[src/hw/rtl/ctwt_pkg.sv]
package ctwt_pkg;

  // character classes as held in the table, codes 6 and 7 act as word
  localparam logic [2:0] ClWord    = 3'd0;
  localparam logic [2:0] ClSep     = 3'd1;
  localparam logic [2:0] ClNewline = 3'd2;
  localparam logic [2:0] ClQuote   = 3'd3;
  localparam logic [2:0] ClOpen    = 3'd4;
  localparam logic [2:0] ClClose   = 3'd5;

  localparam logic ActByte  = 1'b0;
  localparam logic ActWrite = 1'b1;

  localparam int unsigned TableDepth = 256;
  localparam int unsigned MaxBytes   = 65536;
  localparam int unsigned PosW       = 17;
  localparam int unsigned NestW      = 4;
  localparam logic [NestW-1:0] MaxNest = 4'd15;

  typedef struct packed {
    logic [15:0] start;
    logic [16:0] length;
    logic [15:0] line;
    logic [15:0] word_idx;
    logic        ends_line;
    logic        eoi;
    logic        ovf;
  } res_t;

  typedef struct packed {
    logic [PosW-1:0]  pos;
    logic [PosW-1:0]  tok;
    logic [NestW-1:0] nest;
  } st_t;

  // class of a byte after reset
  function automatic logic [2:0] ct_default(input logic [7:0] idx);
    logic [2:0] cl;
    if (idx == 8'd10 || idx == 8'd13) begin
      cl = ClNewline;
    end else if (idx <= 8'd32 || idx >= 8'd127 || idx == 8'h3d || idx == 8'h7c) begin
      cl = ClSep;
    end else begin
      cl = ClWord;
    end
    return cl;
  endfunction

endpackage

[src/hw/rtl/class_table_word_tokenizer.sv]
// byte-stream tokenizer driven by a 256-entry character class table
// input channel (in_valid_i/in_ready_o): an item either writes one table
// entry (action_i high: table_index_i, char_class_i) or processes one byte
// (data_byte_i, last_byte_i marks the final byte of a file)
// output channel (out_valid_o/out_ready_i): one item per finished word with
// its start offset, length, line, index within the line and status flags
// a byte item is looked up in the class table at acceptance, the table's
// registered read port holding the class from that same edge; the state
// update follows once the output register is free or being emptied, and
// loads the output register, which then presents the result
// throughput is one item per cycle, table writes included, as long as the
// output register is emptied; a stalled receiver holds the result and the
// byte behind it, and input ready falls only once that byte cannot move on
// reset clears the parse state and marks every table entry unwritten, which
// reads as the default class set, so no clearing pass is needed
// a last byte returns the parse state to reset, the table keeps its contents
module class_table_word_tokenizer (
  input  logic        clk_i,
  input  logic        rst_ni,
  input  logic        in_valid_i,
  output logic        in_ready_o,
  input  logic        action_i,
  input  logic [7:0]  data_byte_i,
  input  logic        last_byte_i,
  input  logic [7:0]  table_index_i,
  input  logic [2:0]  char_class_i,
  output logic        out_valid_o,
  input  logic        out_ready_i,
  output logic [15:0] word_start_o,
  output logic [16:0] word_length_o,
  output logic [15:0] line_index_o,
  output logic [15:0] word_in_line_o,
  output logic        ends_line_o,
  output logic        end_of_input_o,
  output logic        overflow_o
);
  import ctwt_pkg::*;

  logic       in_acc, rd_en, wr_en;
  logic       s1_v_q, s1_last_q, s1_fire;
  logic [7:0] s1_byte_q;
  logic [2:0] s1_cls;
  logic       emit;
  res_t       res, out_q;
  st_t        st;
  logic       out_v_q;

  assign s1_fire    = s1_v_q && (!out_v_q || out_ready_i);
  assign in_ready_o = !s1_v_q || s1_fire;
  assign in_acc     = in_valid_i && in_ready_o;
  assign wr_en      = in_acc && action_i == ActWrite;
  assign rd_en      = in_acc && action_i == ActByte;

  ctwt_class_table u_table (
    .clk_i      (clk_i),
    .rst_ni     (rst_ni),
    .wr_en_i    (wr_en),
    .wr_idx_i   (table_index_i),
    .wr_class_i (char_class_i),
    .rd_en_i    (rd_en),
    .rd_idx_i   (data_byte_i),
    .rd_class_o (s1_cls)
  );

  ctwt_parse u_parse (
    .clk_i  (clk_i),
    .rst_ni (rst_ni),
    .step_i (s1_fire),
    .cls_i  (s1_cls),
    .byte_i (s1_byte_q),
    .last_i (s1_last_q),
    .emit_o (emit),
    .res_o  (res),
    .st_o   (st)
  );

  always_ff @(posedge clk_i) begin
    if (rd_en) begin
      s1_byte_q <= data_byte_i;
      s1_last_q <= last_byte_i;
    end
    if (s1_fire && emit) begin
      out_q <= res;
    end
  end

  always_ff @(posedge clk_i or negedge rst_ni) begin
    if (!rst_ni) begin
      s1_v_q  <= 1'b0;
      out_v_q <= 1'b0;
    end else begin
      if (rd_en) begin
        s1_v_q <= 1'b1;
      end else if (s1_fire) begin
        s1_v_q <= 1'b0;
      end
      if (s1_fire && emit) begin
        out_v_q <= 1'b1;
      end else if (out_ready_i) begin
        out_v_q <= 1'b0;
      end
    end
  end

  assign out_valid_o    = out_v_q;
  assign word_start_o   = out_q.start;
  assign word_length_o  = out_q.length;
  assign line_index_o   = out_q.line;
  assign word_in_line_o = out_q.word_idx;
  assign ends_line_o    = out_q.ends_line;
  assign end_of_input_o = out_q.eoi;
  assign overflow_o     = out_q.ovf;

  a_tok_le_pos: assert property (@(posedge clk_i) disable iff (!rst_ni)
    st.tok <= st.pos)
    else $error("token start beyond byte position");

  a_nest_sat: assert property (@(posedge clk_i) disable iff (!rst_ni)
    st.nest <= MaxNest)
    else $error("nesting depth beyond limit");

  a_last_clears: assert property (@(posedge clk_i) disable iff (!rst_ni)
    s1_fire && s1_last_q |=> st.pos == '0 && st.tok == '0 && st.nest == '0)
    else $error("parse state not cleared after last byte");

  a_emit_shown: assert property (@(posedge clk_i) disable iff (!rst_ni)
    s1_fire && emit |=> out_valid_o)
    else $error("emitted word not presented");

endmodule

[src/hw/rtl/ctwt_class_table.sv]
module ctwt_class_table (
  input  logic       clk_i,
  input  logic       rst_ni,
  input  logic       wr_en_i,
  input  logic [7:0] wr_idx_i,
  input  logic [2:0] wr_class_i,
  input  logic       rd_en_i,
  input  logic [7:0] rd_idx_i,
  output logic [2:0] rd_class_o
);
  import ctwt_pkg::*;

  logic [2:0]            mem_q [TableDepth];
  logic [TableDepth-1:0] vld_q;
  logic [2:0]            rd_data_q;
  logic                  rd_vld_q;
  logic [7:0]            rd_idx_q;

  always_ff @(posedge clk_i) begin
    if (wr_en_i) begin
      mem_q[wr_idx_i] <= wr_class_i;
    end
  end

  always_ff @(posedge clk_i) begin
    if (rd_en_i) begin
      rd_data_q <= mem_q[rd_idx_i];
      rd_idx_q  <= rd_idx_i;
    end
  end

  // entries never written read as their reset class
  always_ff @(posedge clk_i or negedge rst_ni) begin
    if (!rst_ni) begin
      vld_q    <= '0;
      rd_vld_q <= 1'b0;
    end else begin
      if (wr_en_i) begin
        vld_q[wr_idx_i] <= 1'b1;
      end
      if (rd_en_i) begin
        rd_vld_q <= vld_q[rd_idx_i];
      end
    end
  end

  assign rd_class_o = rd_vld_q ? rd_data_q : ct_default(rd_idx_q);

endmodule

[src/hw/rtl/ctwt_parse.sv]
module ctwt_parse (
  input  logic           clk_i,
  input  logic           rst_ni,
  input  logic           step_i,
  input  logic [2:0]     cls_i,
  input  logic [7:0]     byte_i,
  input  logic           last_i,
  output logic           emit_o,
  output ctwt_pkg::res_t res_o,
  output ctwt_pkg::st_t  st_o
);
  import ctwt_pkg::*;

  logic [PosW-1:0]  pos_q, pos_d, tok_q, tok_d, nxt, len;
  logic [7:0]       quote_q, quote_d;
  logic [NestW-1:0] nest_q, nest_d;
  logic [15:0]      line_q, line_d, wil_q, wil_d;
  logic             ovf, at_start, emit, nl, flush;

  always_comb begin
    ovf      = pos_q >= PosW'(MaxBytes);
    nxt      = ovf ? pos_q : pos_q + PosW'(1);
    at_start = pos_q == tok_q;
    tok_d    = tok_q;
    quote_d  = quote_q;
    nest_d   = nest_q;
    line_d   = line_q;
    wil_d    = wil_q;
    pos_d    = nxt;
    emit     = 1'b0;
    nl       = 1'b0;
    flush    = 1'b0;

    unique case (cls_i)
      ClSep: begin
        if (quote_q == 8'd0 && nest_q == '0) begin
          emit  = !at_start;
          tok_d = nxt;
        end
      end
      ClNewline: begin
        emit  = 1'b1;
        nl    = 1'b1;
        tok_d = nxt;
        if (line_q != 16'hffff) line_d = line_q + 16'd1;
      end
      ClQuote: begin
        if (quote_q == 8'd0 && at_start) begin
          quote_d = byte_i;
          tok_d   = nxt;
        end else if (quote_q != 8'd0 && quote_q == byte_i) begin
          quote_d = 8'd0;
          emit    = 1'b1;
          tok_d   = nxt;
        end
      end
      ClOpen: begin
        if (at_start || nest_q != '0) begin
          if (nest_q < MaxNest) nest_d = nest_q + NestW'(1);
          if (at_start) tok_d = nxt;
        end
      end
      ClClose: begin
        if (nest_q != '0) begin
          nest_d = nest_q - NestW'(1);
          if (nest_q == NestW'(1)) begin
            emit  = 1'b1;
            tok_d = nxt;
          end
        end
      end
      default: begin
      end
    endcase

    len              = pos_q - tok_q;
    res_o.start      = (tok_q > PosW'(16'hffff)) ? 16'hffff : tok_q[15:0];
    res_o.length     = len[16:0];
    res_o.line       = line_q;
    res_o.word_idx   = wil_q;
    res_o.ends_line  = nl;
    res_o.eoi        = last_i;
    res_o.ovf        = ovf;

    if (nl) begin
      wil_d = 16'd0;
    end else if (emit && wil_q != 16'hffff) begin
      wil_d = wil_q + 16'd1;
    end

    if (last_i) begin
      // pending word flushed from the updated token start
      flush = !emit && (nxt > tok_d);
      if (flush) begin
        len          = nxt - tok_d;
        res_o.start  = (tok_d > PosW'(16'hffff)) ? 16'hffff : tok_d[15:0];
        res_o.length = len[16:0];
      end
      pos_d   = '0;
      tok_d   = '0;
      quote_d = 8'd0;
      nest_d  = '0;
      line_d  = 16'd0;
      wil_d   = 16'd0;
    end
  end

  assign emit_o = emit || flush;

  always_ff @(posedge clk_i or negedge rst_ni) begin
    if (!rst_ni) begin
      pos_q   <= '0;
      tok_q   <= '0;
      quote_q <= 8'd0;
      nest_q  <= '0;
      line_q  <= 16'd0;
      wil_q   <= 16'd0;
    end else if (step_i) begin
      pos_q   <= pos_d;
      tok_q   <= tok_d;
      quote_q <= quote_d;
      nest_q  <= nest_d;
      line_q  <= line_d;
      wil_q   <= wil_d;
    end
  end

  assign st_o.pos  = pos_q;
  assign st_o.tok  = tok_q;
  assign st_o.nest = nest_q;

endmodule

[config.mk]
export PLATFORM = sky130hd
export DESIGN_NAME = class_table_word_tokenizer
export DESIGN_NICKNAME = d
export VERILOG_FILES = /design/src/hw/rtl/ctwt_pkg.sv /design/src/hw/rtl/class_table_word_tokenizer.sv /design/src/hw/rtl/ctwt_class_table.sv /design/src/hw/rtl/ctwt_parse.sv
export SDC_FILE = /design/constraint.sdc
export NUM_CORES = 2
export LEC_CHECK = 0
export BUFFER_PORTS_ARGS = -buffer_cell sky130_fd_sc_hd__buf_2
export CAP_MARGIN = 40
export CORE_UTILIZATION = 45
export DETAILED_ROUTE_END_ITERATION = 10
export SYNTH_ARGS = -nofsm -noshare
export SYNTH_HDL_FRONTEND = slang
export SYNTH_HIERARCHICAL = 1
export SYNTH_SLANG_ARGS = --single-unit
[constraint.sdc]
create_clock -name clk_i -period 12.4 [get_ports clk_i]
set_input_delay 1.24 -clock clk_i [delete_from_list [all_inputs] [get_ports clk_i]]
set_output_delay 1.24 -clock clk_i [all_outputs]
set_load 0.03 [all_outputs]
After elaboration in Yosys (flattened, before gate mapping):

Memory sizes are Yosys's and may differ from the RTL's. A register that Yosys moved wholly into a read port is not among the register bits.
Index checks and enable logic that the tools add are counted.

* add/subtract/negate cells: 7
* $lt $le $gt $ge: 10
* eq/ne operators: 17
* mux-type cells: 51
* bitwise operators: 2
* reductions and logical operators: 39

Operator list (number)
* $or 256x256->256: 1
* $mux 17: 10
* $mux 16: 8
* $pmux 17 s5: 1
* $mux 33: 2
* $gt 17x16->1 const B: 2
* $sub 17x17->17: 2
* $add 16x1->16 const B: 2
* $mux 8: 4
* $ne 16x16->1 const B: 2
* $lt 8x9->1 const B: 2
* $add 17x1->17 const B: 1
* $eq 17x17->1: 1
* $ge 17x17->1 const B: 1
* $gt 17x17->1: 1
* $eq 8x4->1 const B: 2
* $mux 1: 16
* $mux 4: 4
* $logic_and 1x1->1: 11
* $reduce_bool 2->1: 5
* $ne 3x2->1 const B: 3
* $reduce_bool 3->1: 3
* $bmux 1 s8: 1
* $demux 1 s8: 1
* other kinds (26): 40

* register bits after elaboration: 414
* RAM bits: 768
* logic and storage cells: 146
* memories: 1

Memories
* u_table.mem_q: depth 256, bits a word 3, read ports 1, clocked after memory_dff 1, write ports 1, line ctwt_class_table.sv:13 `logic [2:0] mem_q [TableDepth];`

Depth between registers and ports, before layout:

* depth in word-level cells: 15
* mapped depth: 24

Cells and area by module:

Netlist, hierarchy kept.

By module, submodules not included
* ctwt_class_table: times used 1, cells each 2325, area an instance 40991.8 µm², seq. area each 29823.6 µm²
* ctwt_parse: times used 1, cells each 748, area an instance 6293.5 µm², seq. area each 1951.9 µm²
* class_table_word_tokenizer: times used 1, cells each 89, area an instance 2436.1 µm², seq. area each 2362.3 µm²

Worst setup path after synthesis:

Ideal clock, no wire load.

* path kind: register to register
* from: register u_table.rd_idx_q[6]
* to: register out_q, in the netlist end_of_input_o, enable pin
* data arrival time: 7.658 ns
* data required time: 11.897 ns
* setup slack: 4.239 ns
* stages on the path, launching flop included: 24
* buffers on the path: 2
* cell sequence: edfxtp_1 > nor2_1 > a21oi_1 > o22ai_1 > and4_1 > o31ai_1 > o21ai_0 > nor3b_1 > a31oi_1 > nand2_1 > a211oi_2 > buf_2 > mux2i_1 > ha_1 > nand2_1 > o21bai_1 > a31oi_1 > o41ai_1 > o21bai_1 > o2111ai_2 > clkbuf_1 > nand2_1 > nand2_1 > nor2b_1

* cells in the longest elaborated chain, start to end: 14
* elaborated cells on any way between the ends: 32
* those cells by class: order compare: 3; eq/ne: 10; mux: 10; reduce/logical: 9

Ends and longest elaborated chain
* start, declared: line ctwt_class_table.sv:17 `logic [7:0] rd_idx_q;`
* start signal, assigned: line ctwt_class_table.sv:28 `rd_idx_q <= rd_idx_i;`
* $le 8x6->1 or $ge 8x7->1 (tied branches): line ctwt_pkg.sv:41 `end else if (idx <= 8'd32 || idx >= 8'd127 || idx == 8'h3d || idx == 8'h7c) begin`
* $logic_or 1x1->1 (3 in a row): line ctwt_pkg.sv:41
* $mux 1: line ctwt_pkg.sv:41
* $mux 3 (*): line ctwt_pkg.sv:39 `if (idx == 8'd10 || idx == 8'd13) begin`
* $mux 3 (*): line ctwt_class_table.sv:47 `assign rd_class_o = rd_vld_q ? rd_data_q : ct_default(rd_idx_q);`
* named net s1_cls[0]: line class_table_word_tokenizer.sv:42 `logic [2:0] s1_cls;`
* $eq 3x3->1 (tied with other cells): line ctwt_parse.sv:34 `unique case (cls_i)`
* $pmux 17 s5 or $pmux 1 s4 (tied branches): line ctwt_parse.sv:34
* $gt 17x17->1 or $logic_not 1->1 (tied branches): line ctwt_parse.sv:93 `flush = !emit && (nxt > tok_d);`
* $logic_and 1x1->1: line ctwt_parse.sv:93
* $mux 1: line ctwt_parse.sv:91 `if (last_i) begin`
* $logic_or 1x1->1 (*): line ctwt_parse.sv:108 `assign emit_o = emit || flush;`
* named net emit: line class_table_word_tokenizer.sv:43 `logic emit;`
* $logic_and 1x1->1 (*): line class_table_word_tokenizer.sv:82 `if (s1_fire && emit) begin`
* end signal, assigned: line class_table_word_tokenizer.sv:83 `out_q <= res;`
* end, declared: line class_table_word_tokenizer.sv:44 `res_t res, out_q;`

The timed path passes the listed nets; every way through them passes the cells marked *.
A chain may end at the register's enable or synchronous reset.

Worst setup path in the final report:

* from: register u_table.rd_idx_q[6]
* to: register out_q, in the netlist line_index_o[9], enable pin

Same word-level chain as after synthesis.

==> impl_results.md <==
- WP buf/inv: 2
- Global-route wire length before repair: roughly 190000 um
- CP endpoint kind: register
- Vias: around 29000
- Post_cts resized: 0
- IO Count: 95
- Die Y: 334.4 um
- Critical Path Fanout Max: 68
- DRC errors left: 0
- Power Internal: 6819 uW
- Setup TNS: 0 ns
- Register area: 34140 um2
- Post-synth EDFFs: approximately 860
- Num CTS Buffers: 118
- Clock sink count: 1193
- Lkg Pwr: 0.02096 uW
- Maximum clock frequency: 150.2 MHz
- CP dominant cell by count: nand2_1
- R2R cell count: 23
- Slowest cell on the critical path: o21ai_0
- Post-Synth Simple-Gate Area: 9.386%
- Synth Flop Type: edfxtp_1
- Post-synthesis mux area share: 12.47%
- Combinational share of power: between 10% and 20%
- Commonest non-fill, non-tap cell in the layout: edfxtp_1
- CP peak stage delay: 0.63 ns
- # port buffers: 94
- Clk_skew: 0.03942 ns
- Clock transition at path regs: 0.06 ns
- Overall power: 9048 uW
- Inst Count DP: 4627
- Seq cells post-synth: ~1200
- Post-route insts no fill: ~4900
- Area growth syn-to-layout: 12.55%
- Crit. path cell count: 23
- H-tree depth: 3
- Worst path cell trace: nor2_1, a21oi_1, o22ai_1, and4_1, o31ai_1, o21ai_0, nor3b_1, a31oi_1, nand2_1, a211oi_4, buf_4, mux2i_1, ha_1, nor2b_1, o21bai_1, a31oi_1, o41ai_1, o21bai_1, o2111ai_2, nand2_1, nand2_1, nor2b_4, buf_4
- Switching Share: 24.64%
- Postcts setup bufs: 0
- Multi-input logic area: 14670 um2
- Final Max Tran Viols: 0
- Worst path top cell family by delay: compound AO/OA/AOI/OAI gates
- Max Cap Violations: 0
- Die area: around 110000 um2
- XOR/XNOR Fraction of Synth Area: about 1.3%
- Vias in the first global route: between 20000 and 30000
- RD Place Congestion: between 0.8 and 0.9
- Sequential share of power: 49.4%
- TritonRoute pass-1 iters: 5
- Initial core utilization: 45.55%
- Largest net degree at the start of global routing: between 100 and 150
- Fin util: 51.27%
- RSZ-0062 raised after global routing: false
- Finish-stage setup viols: 0
- DR iter-0 viols: between 2000 and 3000
- Die X: 334.4 um
- Hold Crit Depth: 1
- WL final: about 130000 um
- Period utilization: about 54%
- Main combinational cell family by area after synthesis: multiplexers
- Setup CP Type: reg -> reg
- Total GRT Usage: 22.62%
- Hold Crit Class: reg -> reg
- CP Data Required Time: 12.74 ns
- Ys async rst share: between 20% and 30%
- CTS tree: built
- Sequential share of the synthesized area: just under 70%
- Pwr dens: 161.7 nW/um2
- Vias/cell: about 6
- Site Rows: 121
- Later-pin clock latency in the skew report: 0.72 ns
- Clk pwr share: 38.9%
- Hold Fails Final Rpt: 0
- Tmin final: 6.660 ns
- Clock Tree Root: clkbuf_16
- CP Launch Type: register
- Initial antenna violation count: 6
- Max IR drop VDD: ~150 uV
- Psw: 2229 uW
- Slew headroom: 36.54%
- Status: finished, final reports clean
- Filler Cells Inserted: 8926
- CTS Buffer Depth: 3
- Nets: 3340
- Yosys cell types: 83
- CTS Hold Bufs: 0
- Synthesized instance count: ~3200
- Adder-cell share of the synthesized area: 1.112%
- Most frequent cells in the layout: edfxtp_1 (856), nor2_1 (368), dfrtp_1 (337)
- Post-DP HPWL: 81360 um
- Compound-Gate Fraction of Synth Area: just over 5%
- Routed Antenna Nets: 0
- Wirelength per Cell: 26.09 um
- Remaining Overflow, GRT: 0
- Post-Syn Area: 49720 um2
- Worst EP arrival: 7.00 ns
- Synth Area per Inst: ~16 um2
- Core area: 109200 um2
- Tightest Pin Transition: 0.9417 ns
- Fraction of layout cells with a size suffix above 1: 25.79%
- Synthesized net count: 3230
- Warnings from Yosys: 6
[path summary, 6_finish.rpt]
kind | endpoint | start | slack, ns
setup reg to reg | line_index_o[9] | u_table/rd_idx_q[6] | 5.74
hold reg to reg | u_table/vld_q[122] | u_table/vld_q[122] | 0.46
setup / recovery | line_index_o[9] | u_table/rd_idx_q[6] | 5.74
hold / removal | u_table/vld_q[122] | u_table/vld_q[122] | 0.46
min in group asynchronous | u_parse/tok_q[7] | rst_ni | 0.59
max in group asynchronous | u_table/vld_q[37] | rst_ni | 9.83
[layout make-up]
| cell class | count | share of cell area [%] |
|---|---|---|
| clock inverters | 44 | 0.7982 |
| inverters | 51 | 0.3421 |
| well taps | 1476 | 3.300 |
| repair buffers | 159 | 2.263 |
| clock buffers | 181 | 6.079 |
| flip-flops and latches | 1193 | 61.00 |
| multi-input cells | 1749 | 26.21 |
| diodes | 1 | 0.004472 |
[Yosys cell counts, types with 6 or more instances]
master	count	area, um2
a21o_1	13	97.59
nand3_1	48	240.2
nor2b_1	16	100.1
a31oi_1	8	50.05
or3_1	13	81.33
mux2i_1	77	770.7
nand2_1	95	356.6
o21ai_0	41	205.2
o2bb2ai_1	7	61.31
nand4_1	33	206.5
a21oi_1	104	520.5
a211oi_1	6	45.04
buf_4	16	120.1
nand2b_1	9	56.30
buf_1	12	45.04
mux2_2	8	90.09
edfxtp_1	856	25700
nor3_1	30	150.1
a22o_1	13	113.9
clkbuf_1	101	379.1
nor4_1	26	162.7
a22oi_1	104	780.8
o22ai_1	26	162.7
inv_1	49	183.9
mux4_2	237	5338
buf_6	8	90.09
xnor2_1	27	236.5
or2_2	258	1614
ha_1	41	513.0
dfrtp_1	337	8433
o221ai_1	12	105.1
buf_2	29	145.1
xor2_1	45	394.1
nor2_1	370	1389
[per-stage QoR]
stage                     instance area [um2]  hold slack, ns  worst slack (ns)
after floorplan                         49720          0.4334             4.239
after global placement                  51690          0.4438             5.723
after detailed placement                52080          0.4483             5.762
after CTS                               55930          0.4631             5.732
after global routing                    55960          0.4716             5.185
final                                   55960          0.4621             5.740
[flip-flops by register name, summed over array words and instances, names as in the netlist, 16 cells and up]
name            flops
u_table/mem_q     768
line_index_o       16
word_in_line_o     16
u_parse/wil_q      16
u_parse/pos_q      17
u_parse/line_q     16
u_table/vld_q     256
u_parse/tok_q      17
word_start_o       16
word_length_o      17
[routing by layer]
layer | vias to the layer above | wire, um | global-route usage, %
li1 | 12299 | - | -
met4 | 6 | 3837 | 6.842
met2 | 1086 | 61750 | 37.30
met1 | 14990 | 52610 | 31.16
met5 | - | 41 | 0
met3 | 222 | 8380 | 3.342
[cells by family (layout without fill, tap and decap cells)]
group	after synthesis	after routing
other	0	1
AO/OA/AOI/OAI	378	378
multiplexers	322	322
buffers and inverters	220	435
flip-flops	1193	1193
adder cells (fa/ha/maj)	43	43
XOR/XNOR	72	72
AND/OR/NAND/NOR	934	934
[power groups by stage]
stage / Clock, uW / Combinational, uW / Sequential (uW)
2_1_floorplan: 0 / 647 / 4590
3_5_place_dp: 0 / 1050 / 4550
5_1_grt: 3720 / 1140 / 4480
3_3_place_gp: 0 / 1020 / 4550
4_1_cts: 3590 / 1050 / 4470
6_report: 3520 / 1050 / 4470
Note: power is estimated with default switching activity, not from simulation.
